===== config.mk =====
export PLATFORM = sky130hd
export DESIGN_NAME = slab_page_object_allocator
export DESIGN_NICKNAME = d
export VERILOG_FILES = /design/src/design/slab_pkg.sv /design/src/design/slab_page_object_allocator.sv /design/src/design/slab_div.sv /design/src/design/slab_dp.sv /design/src/design/slab_ctrl.sv
export VERILOG_INCLUDE_DIRS = /design/src /design/src/design
export SDC_FILE = /design/constraint.sdc
export NUM_CORES = 2
export LEC_CHECK = 0
export BUFFER_PORTS_ARGS = -buffer_cell sky130_fd_sc_hd__buf_2
export CAP_MARGIN = 20
export CORE_ASPECT_RATIO = 1.25
export CORE_MARGIN = 2
export CORE_UTILIZATION = 40
export CTS_BUF_LIST = sky130_fd_sc_hd__clkbuf_8
export DETAILED_ROUTE_END_ITERATION = 12
export PLACE_DENSITY = 0.64
export SLEW_MARGIN = 15
export SYNTH_ARGS = -nofsm -noshare
export SYNTH_HDL_FRONTEND = slang
export SYNTH_HIERARCHICAL = 1
export SYNTH_SLANG_ARGS = --single-unit

===== constraint.sdc =====
create_clock -name clk -period 14.8 [get_ports clk]
set_input_delay 1.48 -clock clk [delete_from_list [all_inputs] [get_ports clk]]
set_output_delay 1.48 -clock clk [all_outputs]
set_load 0.005 [all_outputs]

===== src/design/slab_page_object_allocator_assert.svh =====
// Assertion macros shared by the slab allocator RTL.
// Needs a clock and an active-low reset name at each use; no other dependencies.
`ifndef SLAB_PAGE_OBJECT_ALLOCATOR_ASSERT_SVH
`define SLAB_PAGE_OBJECT_ALLOCATOR_ASSERT_SVH

// same-cycle implication
`define SLAB_ASSERT_IMPLY(label, clk, rst_n, ante, cons) \
    label: assert property (@(posedge clk) disable iff (!rst_n) (ante) |-> (cons)) \
        else $error("slab allocator: same-cycle check failed");

// next-cycle implication
`define SLAB_ASSERT_NEXT(label, clk, rst_n, ante, cons) \
    label: assert property (@(posedge clk) disable iff (!rst_n) (ante) |=> (cons)) \
        else $error("slab allocator: next-cycle check failed");

`endif


===== src/design/slab_pkg.sv =====
// Shared types and constants for the slab page object allocator.
// No dependencies; imported by every module of the block.
package slab_pkg;

    localparam int PAGE_BYTES_DEF = 4096;
    localparam int SLOTS_DEF      = 128;

    localparam int OBJ_W      = 12;
    localparam int PAGE_NUM_W = 52;
    localparam int ADDR_W     = 64;
    localparam int LIVE_OUT_W = 7;
    localparam int COUNT_W    = 8;
    localparam int LINK_W     = 8;
    localparam int SIZE_W     = 13;
    localparam int STATUS_W   = 2;
    localparam int PN_SPLIT   = 26;
    localparam int HEADER_BYTES = 26;

    localparam logic [OBJ_W-1:0]  MIN_OBJ  = 12'd32;
    localparam logic [SIZE_W-1:0] MAX_OBJ  = 13'd4048;
    localparam logic [LINK_W-1:0] END_MARK = 8'd255;

    typedef enum logic [STATUS_W-1:0] {
        ST_OK       = 2'd0,
        ST_NO_ROOM  = 2'd1,
        ST_BAD_FREE = 2'd2
    } slab_status_t;

    typedef enum logic {
        CMD_ALLOC = 1'b0,
        CMD_FREE  = 1'b1
    } slab_op_t;

    typedef enum logic {
        CFG_OBJECT_SIZE = 1'b0,
        CFG_PAGE_NUMBER = 1'b1
    } slab_cfg_idx_t;

    typedef enum logic [3:0] {
        S_IDLE,
        S_SETUP_DIV,
        S_SETUP_WAIT,
        S_BASE_MUL,
        S_BASE_SUM,
        S_DISPATCH,
        S_ALLOC_RD,
        S_ALLOC_FIN,
        S_FREE_DIV,
        S_FREE_WAIT,
        S_FREE_FIN
    } slab_state_t;

    typedef struct packed {
        logic take;
        logic setup_div;
        logic setup_cap;
        logic base_mul;
        logic base_sum;
        logic alloc_rd;
        logic alloc_fin;
        logic free_div;
        logic free_fin;
    } slab_cmd_t;

    typedef struct packed {
        logic setup_needed;
        logic item_free;
        logic div_done;
        logic out_free;
    } slab_stat_t;

endpackage


===== src/design/slab_page_object_allocator.sv =====
// Item path: accept, dispatch, then alloc reads the free link and finishes, while free runs the
// bit-serial divider (width max(12, log2 PAGE_BYTES), 12 at default) and finishes. After reset or
// a config write the next item first runs setup: divide, capacity, base multiply, base sum. One item at a time.
// Reset: control, counters and free-chain valid bits clear at once; no clearing pass.
// Config registers take their reset values (object_size 32, page_number 0).
module slab_page_object_allocator
    import slab_pkg::*;
#(
    parameter int PAGE_BYTES = PAGE_BYTES_DEF,
    parameter int SLOTS      = SLOTS_DEF
)
(
    input  logic                  clk,
    input  logic                  rst_n,
    input  logic                  s_tvalid,
    output logic                  s_tready,
    input  logic [15:0]           s_tdata,   // [11:0] free_offset
    input  logic                  s_tuser,   // [0] command
    output logic                  m_tvalid,
    input  logic                  m_tready,
    output logic [71:0]           m_tdata,   // [63:0] object_address, [64] page_empty,
                                             // [71:65] live_objects
    output logic [STATUS_W-1:0]   m_tuser,   // [1:0] status
    input  logic                  cfg_valid,
    output logic                  cfg_ready,
    input  logic                  cfg_index,
    input  logic [PAGE_NUM_W-1:0] cfg_data
);

`include "slab_page_object_allocator_assert.svh"

    slab_cmd_t             cmd;
    slab_stat_t            stat;
    slab_status_t          out_status;
    logic [ADDR_W-1:0]     out_addr;
    logic                  out_empty;
    logic [LIVE_OUT_W-1:0] out_live;
    logic                  empty_ok;

    slab_ctrl u_ctrl (
        .clk       (clk),
        .rst_n     (rst_n),
        .in_valid  (s_tvalid),
        .in_ready  (s_tready),
        .cfg_ready (cfg_ready),
        .stat      (stat),
        .cmd       (cmd)
    );

    slab_dp #(
        .PAGE_BYTES (PAGE_BYTES),
        .SLOTS      (SLOTS)
    ) u_dp (
        .clk        (clk),
        .rst_n      (rst_n),
        .cmd        (cmd),
        .stat       (stat),
        .in_op      (slab_op_t'(s_tuser)),
        .in_offset  (s_tdata[OBJ_W-1:0]),
        .cfg_we     (cfg_valid && cfg_ready),
        .cfg_sel    (slab_cfg_idx_t'(cfg_index)),
        .cfg_value  (cfg_data),
        .out_ready  (m_tready),
        .out_valid  (m_tvalid),
        .out_status (out_status),
        .out_addr   (out_addr),
        .out_empty  (out_empty),
        .out_live   (out_live)
    );

    assign m_tdata = {out_live, out_empty, out_addr};
    assign m_tuser = out_status;

    // an empty page is only reported by a good free that left nothing live
    assign empty_ok = (out_status == ST_OK) && (out_live == '0);

    `SLAB_ASSERT_NEXT(a_one_item, clk, rst_n, s_tvalid && s_tready, !s_tready)
    `SLAB_ASSERT_IMPLY(a_addr_only_ok, clk, rst_n, m_tvalid && (m_tuser != ST_OK), out_addr == '0)
    `SLAB_ASSERT_IMPLY(a_empty_clean, clk, rst_n, m_tvalid && out_empty, empty_ok)

endmodule


===== src/design/slab_div.sv =====
// Restoring divider, one quotient bit per cycle.
// Uses slab_pkg for widths; instantiated by slab_dp.
module slab_div
    import slab_pkg::*;
#(
    parameter int DIV_W = OBJ_W
)
(
    input  logic              clk,
    input  logic              rst_n,
    input  logic              start,
    input  logic [DIV_W-1:0]  dividend,
    input  logic [SIZE_W-1:0] divisor,
    output logic              done,
    output logic [DIV_W-1:0]  quotient
);

    localparam int CNT_W = $clog2(DIV_W);

    logic               busy_reg, busy_next;
    logic               done_reg, done_next;
    logic [CNT_W-1:0]   cnt_reg, cnt_next;
    logic [SIZE_W-1:0]  rem_reg, rem_next;
    logic [DIV_W-1:0]   quo_reg, quo_next;
    logic [SIZE_W-1:0]  dsr_reg, dsr_next;
    logic [SIZE_W:0]    shifted;
    logic [SIZE_W:0]    diff;
    logic               fits;

    assign shifted = {rem_reg, quo_reg[DIV_W-1]};
    assign diff    = shifted - {1'b0, dsr_reg};
    assign fits    = shifted >= {1'b0, dsr_reg};

    always_comb
    begin
        busy_next = busy_reg;
        done_next = 1'b0;
        cnt_next  = cnt_reg;
        rem_next  = rem_reg;
        quo_next  = quo_reg;
        dsr_next  = dsr_reg;
        if (start)
        begin
            busy_next = 1'b1;
            cnt_next  = '0;
            rem_next  = '0;
            quo_next  = dividend;
            dsr_next  = divisor;
        end
        else if (busy_reg)
        begin
            rem_next = fits ? diff[SIZE_W-1:0] : shifted[SIZE_W-1:0];
            quo_next = {quo_reg[DIV_W-2:0], fits};
            cnt_next = cnt_reg + 1'b1;
            if (cnt_reg == CNT_W'(DIV_W - 1))
            begin
                busy_next = 1'b0;
                done_next = 1'b1;
            end
        end
    end

    always_ff @(posedge clk or negedge rst_n)
    begin
        if (!rst_n)
        begin
            busy_reg <= 1'b0;
            done_reg <= 1'b0;
            cnt_reg  <= '0;
        end
        else
        begin
            busy_reg <= busy_next;
            done_reg <= done_next;
            cnt_reg  <= cnt_next;
        end
    end

    always_ff @(posedge clk)
    begin
        rem_reg <= rem_next;
        quo_reg <= quo_next;
        dsr_reg <= dsr_next;
    end

    assign done     = done_reg;
    assign quotient = quo_reg;

endmodule


===== src/design/slab_dp.sv =====
// Datapath: config registers, page geometry, free-link memory, counters, result register.
// Uses slab_pkg and slab_div; steered by slab_ctrl through slab_cmd_t / slab_stat_t.
module slab_dp
    import slab_pkg::*;
#(
    parameter int PAGE_BYTES = PAGE_BYTES_DEF,
    parameter int SLOTS      = SLOTS_DEF
)
(
    input  logic                  clk,
    input  logic                  rst_n,
    input  slab_cmd_t             cmd,
    output slab_stat_t            stat,
    input  slab_op_t              in_op,
    input  logic [OBJ_W-1:0]      in_offset,
    input  logic                  cfg_we,
    input  slab_cfg_idx_t         cfg_sel,
    input  logic [PAGE_NUM_W-1:0] cfg_value,
    input  logic                  out_ready,
    output logic                  out_valid,
    output slab_status_t          out_status,
    output logic [ADDR_W-1:0]     out_addr,
    output logic                  out_empty,
    output logic [LIVE_OUT_W-1:0] out_live
);

    localparam int DIV_W = ($clog2(PAGE_BYTES) > OBJ_W) ? $clog2(PAGE_BYTES) : OBJ_W;
    localparam int CAP_W = $clog2(SLOTS + 1);
    localparam int IDX_W = $clog2(SLOTS);
    localparam int PB_W  = $clog2(PAGE_BYTES + 1);
    localparam int LO_W  = PN_SPLIT + PB_W;
    localparam int MUL_W = LINK_W + SIZE_W;

    // config and geometry
    logic [OBJ_W-1:0]      obj_size_reg, obj_size_next;
    logic [PAGE_NUM_W-1:0] page_num_reg, page_num_next;
    logic                  setup_needed_reg, setup_needed_next;
    logic [CAP_W-1:0]      cap_reg;
    logic [OBJ_W-1:0]      area_reg;
    logic [LO_W-1:0]       prod_lo_reg, prod_hi_reg;
    logic [ADDR_W-1:0]     base_area_reg;

    // item
    slab_op_t              op_reg;
    logic [OBJ_W-1:0]      off_reg;

    // free list and count
    logic [LINK_W-1:0]     head_reg, head_next;
    logic [COUNT_W-1:0]    live_reg, live_next;
    logic [SLOTS-1:0]      valid_reg, valid_next;
    logic [LINK_W-1:0]     link_mem [SLOTS];
    logic [LINK_W-1:0]     mem_rd_reg;
    logic                  link_valid_reg;
    logic [LINK_W-1:0]     fresh_reg;
    logic [MUL_W-1:0]      mul_reg;
    logic                  room_reg;

    // result register
    logic                  out_valid_reg, out_valid_next;
    slab_status_t          out_status_reg, out_status_next;
    logic [ADDR_W-1:0]     out_addr_reg, out_addr_next;
    logic                  out_empty_reg, out_empty_next;
    logic [LIVE_OUT_W-1:0] out_live_reg, out_live_next;

    // combinational
    logic [SIZE_W-1:0]     raised, eff;
    logic                  too_big;
    logic                  div_start, div_done;
    logic [DIV_W-1:0]      div_dividend, quotient;
    logic [SIZE_W-1:0]     div_divisor;
    logic [CAP_W-1:0]      cap_next;
    logic [OBJ_W-1:0]      area_next;
    logic [IDX_W-1:0]      hidx, widx;
    logic [LINK_W:0]       head_inc;
    logic [LINK_W-1:0]     fresh_link, link;
    logic                  free_ok, out_free;
    logic [COUNT_W-1:0]    live_after;

    // size raised to the minimum, then rounded up to 16
    assign raised  = (obj_size_reg < MIN_OBJ) ? SIZE_W'(MIN_OBJ) : SIZE_W'(obj_size_reg);
    assign eff     = (raised + SIZE_W'(15)) & ~SIZE_W'(15);
    assign too_big = eff > MAX_OBJ;

    assign div_start    = cmd.setup_div | cmd.free_div;
    assign div_dividend = cmd.setup_div ? DIV_W'(PAGE_BYTES - 32) : DIV_W'(off_reg - area_reg);
    assign div_divisor  = cmd.setup_div ? eff + SIZE_W'(1) : eff;

    slab_div #(.DIV_W(DIV_W)) u_div (
        .clk      (clk),
        .rst_n    (rst_n),
        .start    (div_start),
        .dividend (div_dividend),
        .divisor  (div_divisor),
        .done     (div_done),
        .quotient (quotient)
    );

    always_comb
    begin
        if (too_big)
            cap_next = '0;
        else if (quotient > DIV_W'(SLOTS))
            cap_next = CAP_W'(SLOTS);
        else
            cap_next = CAP_W'(quotient);
        area_next = (OBJ_W'(HEADER_BYTES) + OBJ_W'(cap_next) + OBJ_W'(15)) & ~OBJ_W'(15);
    end

    // entry that was never pushed reads as the fresh chain
    assign hidx       = head_reg[IDX_W-1:0];
    assign head_inc   = (LINK_W + 1)'(head_reg) + 1'b1;
    assign fresh_link = (head_inc < (LINK_W + 1)'(cap_reg)) ? LINK_W'(head_inc) : END_MARK;
    assign link       = link_valid_reg ? mem_rd_reg : fresh_reg;

    assign widx    = quotient[IDX_W-1:0];
    assign free_ok = (off_reg >= area_reg) && (live_reg != '0)
                  && (quotient < DIV_W'(cap_reg));
    assign out_free = !out_valid_reg || out_ready;

    always_comb
    begin
        obj_size_next     = obj_size_reg;
        page_num_next     = page_num_reg;
        setup_needed_next = setup_needed_reg;
        head_next         = head_reg;
        live_next         = live_reg;
        valid_next        = valid_reg;
        out_valid_next    = out_valid_reg && !out_ready;
        out_status_next   = out_status_reg;
        out_addr_next     = out_addr_reg;
        out_empty_next    = out_empty_reg;
        out_live_next     = out_live_reg;
        live_after        = live_reg;

        if (cfg_we)
        begin
            setup_needed_next = 1'b1;
            unique case (cfg_sel)
                CFG_OBJECT_SIZE:
                begin
                    obj_size_next = cfg_value[OBJ_W-1:0];
                    live_next     = '0;
                    head_next     = '0;
                    valid_next    = '0;
                end
                CFG_PAGE_NUMBER: page_num_next = cfg_value;
                default: ;
            endcase
        end

        if (cmd.base_sum)
            setup_needed_next = 1'b0;

        if (cmd.alloc_fin)
        begin
            out_valid_next = 1'b1;
            out_empty_next = 1'b0;
            if (room_reg)
            begin
                live_after      = live_reg + 1'b1;
                head_next       = link;
                out_status_next = ST_OK;
                out_addr_next   = base_area_reg + ADDR_W'(mul_reg);
            end
            else
            begin
                out_status_next = ST_NO_ROOM;
                out_addr_next   = '0;
            end
            live_next     = live_after;
            out_live_next = live_after[LIVE_OUT_W-1:0];
        end

        if (cmd.free_fin)
        begin
            out_valid_next = 1'b1;
            out_addr_next  = '0;
            out_empty_next = 1'b0;
            if (free_ok)
            begin
                live_after      = live_reg - 1'b1;
                out_status_next = ST_OK;
                if (live_after == '0)
                begin
                    // last object back: chain starts fresh
                    out_empty_next = 1'b1;
                    head_next      = '0;
                    valid_next     = '0;
                end
                else
                begin
                    head_next        = LINK_W'(widx);
                    valid_next[widx] = 1'b1;
                end
            end
            else
                out_status_next = ST_BAD_FREE;
            live_next     = live_after;
            out_live_next = live_after[LIVE_OUT_W-1:0];
        end
    end

    always_ff @(posedge clk or negedge rst_n)
    begin
        if (!rst_n)
        begin
            obj_size_reg     <= OBJ_W'(MIN_OBJ);
            page_num_reg     <= '0;
            setup_needed_reg <= 1'b1;
            head_reg         <= '0;
            live_reg         <= '0;
            valid_reg        <= '0;
            out_valid_reg    <= 1'b0;
        end
        else
        begin
            obj_size_reg     <= obj_size_next;
            page_num_reg     <= page_num_next;
            setup_needed_reg <= setup_needed_next;
            head_reg         <= head_next;
            live_reg         <= live_next;
            valid_reg        <= valid_next;
            out_valid_reg    <= out_valid_next;
        end
    end

    always_ff @(posedge clk)
    begin
        out_status_reg <= out_status_next;
        out_addr_reg   <= out_addr_next;
        out_empty_reg  <= out_empty_next;
        out_live_reg   <= out_live_next;
        if (cmd.take)
        begin
            op_reg  <= in_op;
            off_reg <= in_offset;
        end
        if (cmd.setup_cap)
        begin
            cap_reg  <= cap_next;
            area_reg <= area_next;
        end
        if (cmd.base_mul)
        begin
            prod_lo_reg <= LO_W'(page_num_reg[PN_SPLIT-1:0]) * LO_W'(PAGE_BYTES);
            prod_hi_reg <= LO_W'(page_num_reg[PAGE_NUM_W-1:PN_SPLIT]) * LO_W'(PAGE_BYTES);
        end
        if (cmd.base_sum)
            base_area_reg <= ADDR_W'(prod_lo_reg) + (ADDR_W'(prod_hi_reg) << PN_SPLIT)
                           + ADDR_W'(area_reg);
        if (cmd.alloc_rd)
        begin
            link_valid_reg <= valid_reg[hidx];
            fresh_reg      <= fresh_link;
            mul_reg        <= MUL_W'(head_reg) * MUL_W'(eff);
            room_reg       <= head_reg < LINK_W'(cap_reg);
        end
    end

    // free-link memory: one read port, one write port
    always_ff @(posedge clk)
    begin
        if (cmd.alloc_rd)
            mem_rd_reg <= link_mem[hidx];
        if (cmd.free_fin && free_ok)
            link_mem[widx] <= head_reg;
    end

    always_comb
    begin
        stat.setup_needed = setup_needed_reg;
        stat.item_free    = (op_reg == CMD_FREE);
        stat.div_done     = div_done;
        stat.out_free     = out_free;
    end

    assign out_valid  = out_valid_reg;
    assign out_status = out_status_reg;
    assign out_addr   = out_addr_reg;
    assign out_empty  = out_empty_reg;
    assign out_live   = out_live_reg;

endmodule


===== src/design/slab_ctrl.sv =====
// Controller state machine for the slab allocator.
// Uses slab_pkg; drives slab_dp through slab_cmd_t and reads slab_stat_t.
module slab_ctrl
    import slab_pkg::*;
(
    input  logic       clk,
    input  logic       rst_n,
    input  logic       in_valid,
    output logic       in_ready,
    output logic       cfg_ready,
    input  slab_stat_t stat,
    output slab_cmd_t  cmd
);

    slab_state_t state_reg, state_next;

    always_ff @(posedge clk or negedge rst_n)
    begin
        if (!rst_n)
            state_reg <= S_IDLE;
        else
            state_reg <= state_next;
    end

    always_comb
    begin
        state_next = state_reg;
        cmd        = '0;
        in_ready   = 1'b0;
        cfg_ready  = 1'b0;
        unique case (state_reg)
            S_IDLE:
            begin
                in_ready  = 1'b1;
                cfg_ready = 1'b1;
                if (in_valid)
                begin
                    cmd.take   = 1'b1;
                    state_next = stat.setup_needed ? S_SETUP_DIV : S_DISPATCH;
                end
            end
            S_SETUP_DIV:
            begin
                cmd.setup_div = 1'b1;
                state_next    = S_SETUP_WAIT;
            end
            S_SETUP_WAIT:
            begin
                if (stat.div_done)
                begin
                    cmd.setup_cap = 1'b1;
                    state_next    = S_BASE_MUL;
                end
            end
            S_BASE_MUL:
            begin
                cmd.base_mul = 1'b1;
                state_next   = S_BASE_SUM;
            end
            S_BASE_SUM:
            begin
                cmd.base_sum = 1'b1;
                state_next   = S_DISPATCH;
            end
            S_DISPATCH:
                state_next = stat.item_free ? S_FREE_DIV : S_ALLOC_RD;
            S_ALLOC_RD:
            begin
                cmd.alloc_rd = 1'b1;
                state_next   = S_ALLOC_FIN;
            end
            S_ALLOC_FIN:
            begin
                if (stat.out_free)
                begin
                    cmd.alloc_fin = 1'b1;
                    state_next    = S_IDLE;
                end
            end
            S_FREE_DIV:
            begin
                cmd.free_div = 1'b1;
                state_next   = S_FREE_WAIT;
            end
            S_FREE_WAIT:
            begin
                if (stat.div_done)
                    state_next = S_FREE_FIN;
            end
            S_FREE_FIN:
            begin
                if (stat.out_free)
                begin
                    cmd.free_fin = 1'b1;
                    state_next   = S_IDLE;
                end
            end
            default:
                state_next = S_IDLE;
        endcase
    end

endmodule

==> impl.org <==
** Route
- Residual DRC :: 0
- After detailed routing, the total wire length is about 150,000 um.
- For this run, the detailed router's first-pass iteration total came to 6.
- Per-cell via count in the routed design :: between 5 and 6
- Dividing the detail-routed wire length by the instance count gives 23.0 um.
- Remaining antenna violation count after routing :: 0
- After the first detailed-routing iteration, the DRC count stood at approximately 3,500.
- Via count of the routed design :: between 30,000 and 40,000

** STA
- Clock tree skew after final layout :: just under 0.07 ns
- Setup repair after global routing left no endpoint under its margin.
- Worst slew margin relative to its limit :: between 10% and 20%
- Adding up every negative setup slack in the final design gives 0 ns.
- Max-slew violation count :: 0
- Share of the clock period used by the worst path :: 41.3%
- The final number of hold-violating endpoints is 0.
- For the pin with the worst max-slew slack, the measured transition is between 1 and 1.5 ns.
- The worst path needs 6.11 ns of the cycle, external delays included.
- Final Setup Violations :: 0
- Timing would allow up to roughly 160 MHz.
- On the final layout, the worst hold slack is approximately 0.38 ns.

** Place
- During placement, the flow inserted port buffers numbering 143.
- HPWL reported at the end of detailed placement :: ~94,000 um
- After detailed placement, the total cell area comes to approximately 68,000 um2.
- Gpl congestion :: 0.833

** Synth
- A synthesized cell averages approximately 16 um2.
- Number of library cell types mapped by synthesis :: 93
- In this run, synthesis inferred 1,229 flip-flops with an integrated enable.
- During synthesis, Yosys emitted a total of 6 warnings.
- After synthesis, flip-flops and latches occupy between 60% and 70% of the total area.
- For this run, the leading register cell type out of synthesis is edfxtp_1.
- The cell area that synthesis handed to floorplanning was between 60,000 and 70,000 um2.
- For this run, asynchronously set or reset flops after synthesis account for 14.5%.
- In the synthesized netlist, the number of instances is 3,997.
- After synthesis the netlist holds a flip-flop and latch count of about 1,500.

** Floorplan
- In this run the standard cell core region covers about 160,000 um2.
- Die width :: around 360 um
- Number of top-level design ports :: between 150 and 200
- From bottom edge to top edge, the die measures 455 um.
- Number of placement rows :: between 150 and 200
- Initial cell density of the core :: approximately 40%
- The die covers between 150,000 and 200,000 um2.

** Outcome
- Run status :: finished clean

** Clock tree
- Source-to-sink clock delay at the later pin of the worst-skew pair :: between 0.9 and 1 ns
- Post-CTS Hold Fix Bufs :: 0
- Clock sink count :: 1,522
- Gates resized, CTS repair :: 0
- In this run the clock root is driven by a clkbuf_8.
- Clock-pin slew was measured on the worst setup and hold paths at roughly 0.06 ns.
- Inserted Clock Buffers :: ~230
- No sink is reached through more buffers than the 3 on the longest clock path.
- TritonCTS clock tree :: yes
- Clock H-tree levels :: 4
- Buffers inserted during post-CTS setup optimization :: 0

** Setup path
- Critical path data arrival time :: between 6 and 7 ns
- Endpoint type of the worst setup path :: flip-flop
- The setup path with the least slack is of type flip-flop to flip-flop.
- Reg-to-reg slack, setup :: 8.69 ns
- Data required, critical path :: 15.49 ns
- Kind of start point of the critical path :: flip-flop
- In this run the worst path has a maximum fanout of 9.

** Finish
- Total non-filler cell area in the finished layout :: between 70,000 and 80,000 um2
- Fill cells in the final layout number between 10,000 and 15,000.
- The register with the most flip-flops in the layout has a little over 1,000 of them.
- Number of nets in the layout :: approximately 4,400
- In the final layout, the share of cells above drive strength 1 is between 20% and 30%.
- Relative to the synthesized area, the layout overhead comes to 11.7%.
- Final Core Density :: between 40% and 50%

** GRT
- Initial antenna violation count :: 9
- Entering global routing, the biggest net connects 118 pins.
- For this run, the total global-route usage over all layers was measured as 18.1%.
- Number of global-route vias before repair :: between 30,000 and 40,000
- Wire length of the first global-routing pass :: around 230,000 um
- Remaining global-route overflow :: 0

** Worst hold path
- The tightest min-delay check is of the flip-flop to flip-flop type.

** Power and ir drop
- The analysis attributes to cell leakage a power of 25.6 nW.
- Power spread over the standard cell area amounts to 195 nW/um2.
- Max rail drop VDD :: 0.125 mV

** Flow run
- Across the run, the number of max-cap violations was 0.
==> per-layer routing <==
layer  up-vias  GRT usage (%)  share of wire [%]
li1      15905              -                  -
met1     18568           23.2                 40
met2      1231           30.7                 50
met3       276           3.18                6.0
met4        12           6.95                3.3
met5         -              0              0.048
==> area by class of cell <==
type                            instances  area [um2]  area share, %
Multi-Input combinational cell       2127       19600           27.0
Sequential cell                      1522       43900           60.5
Tap cell                             2171        2720           3.74
Inverter                              120         450          0.621
Clock inverter                        188        1340           1.84
Timing Repair Buffer                  208        1250           1.73
Antenna cell                            2        5.00        0.00690
Clock buffer                          238        3280           4.51
==> logic make-up (layout without fill, tap and decap cells) <==
kind of cell	after synthesis	in the layout	synth area share (%)
xor gates and xnor gates	106	106	1.43
DFF	1522	1522	67.5
adders and majority gates	141	141	3.24
muxes	450	450	13.1
other	1	10	0.00577
buffers and inverters	355	754	2.43
AOI/OAI and AO/OA	528	528	5.53
and+or+nand+nor	894	894	6.68
==> layout by cell type (no fill, tap or decap), types with 10 or more instances in the layout <==
cell       Yosys  final
mux2_2        76     76
a221oi_1      10     10
nand2b_1      36     34
a22oi_1      152    152
nor4b_1       10     10
xor2_1        22     22
nand4_1       13     13
clkinv_1       0     50
a21o_1        15     15
o21ai_0       99     99
clkbuf_8       0    238
edfxtp_1    1229   1229
fa_1          45     45
dfxtp_1       73     73
or3_1         17     17
buf_4         25     56
mux2i_1       59     59
nand3_1       60     60
nand2_1      176    173
a21oi_1      109    109
and2_1        72     72
xnor2_1       84     84
buf_2         54    144
ha_1          96     96
mux4_2       315    315
and3_1        24     23
nor2_1       335    331
o21a_1        16     16
o22ai_1       14     14
nor2b_1       36     35
clkinv_2       0     43
bufinv_16      0     17
a22o_1        17     17
dfrtp_1      218    210
nor3_1        37     35
nor4_1        24     24
inv_1        120    183
a31oi_1       17     17
==> metrics by stage <==
| stage | instances | worst slack (ns) | power, mW |
|---|---|---|---|
| finish | 6576 | 8.69 | 14.1 |
| global placement | 6139 | 8.72 | 10.7 |
| floorplan | 4004 | 7.59 | 9.36 |
| detailed placement | 6146 | 8.71 | 10.8 |
| CTS | 6572 | 8.68 | 14.3 |
| global route | 6576 | 8.26 | 14.9 |
==> critical path, stage by stage (launching register included) <==
cell and delay, ns:
dfrtp_1 0.38, nor4_1 0.56, nor2b_1 0.19, and2_1 0.24, a21oi_1 0.65, nand2_1 0.17
fa_1 0.51, fa_1 0.54, inv_1 0.05, fa_1 0.52, inv_1 0.05, fa_1 0.52
inv_1 0.04, ha_1 0.34, o21a_1 0.12, o31a_1 0.12, o211ai_1 0.22, a21oi_1 0.10
o21ai_0 0.23, a21oi_1 0.12, xor2_1 0.15
==> report_power, final <==
group	internal (mW)	switching, mW	leakage (nW)	total, mW
sequential	5.56	0.427	14.8	5.98
combinational	1.89	2.79	8.22	4.69
clock	1.80	1.65	2.62	3.45
==> synthesized netlist by cell type, types with 72 or more instances <==
master | number | area [um2]
a21oi_1 | 109 | 546
nor2_1 | 335 | 1260
clkbuf_1 | 124 | 465
ha_1 | 96 | 1200
inv_1 | 120 | 450
nand2_1 | 176 | 661
edfxtp_1 | 1229 | 36900
a22oi_1 | 152 | 1140
dfrtp_1 | 218 | 5460
o21ai_0 | 99 | 495
and2_1 | 72 | 450
mux4_2 | 315 | 7090
dfxtp_1 | 73 | 1460
xnor2_1 | 84 | 736
mux2_2 | 76 | 856
==> worst paths after layout <==
check                                     start                endpoint  cells past startpoint
setup / recovery           u_dp/obj_size_reg[0]        u_dp/mul_reg[19]                     20
hold / removal             u_dp/prod_lo_reg[17]  u_dp/base_area_reg[17]                      0
setup reg to reg           u_dp/obj_size_reg[0]        u_dp/mul_reg[19]                     20
hold reg to reg            u_dp/prod_lo_reg[17]  u_dp/base_area_reg[17]                      0
max in group asynchronous                 rst_n      u_dp/valid_reg[32]                      2
min in group asynchronous                 rst_n   u_dp/page_num_reg[28]                      1
Power figures use the tool's default switching activity.
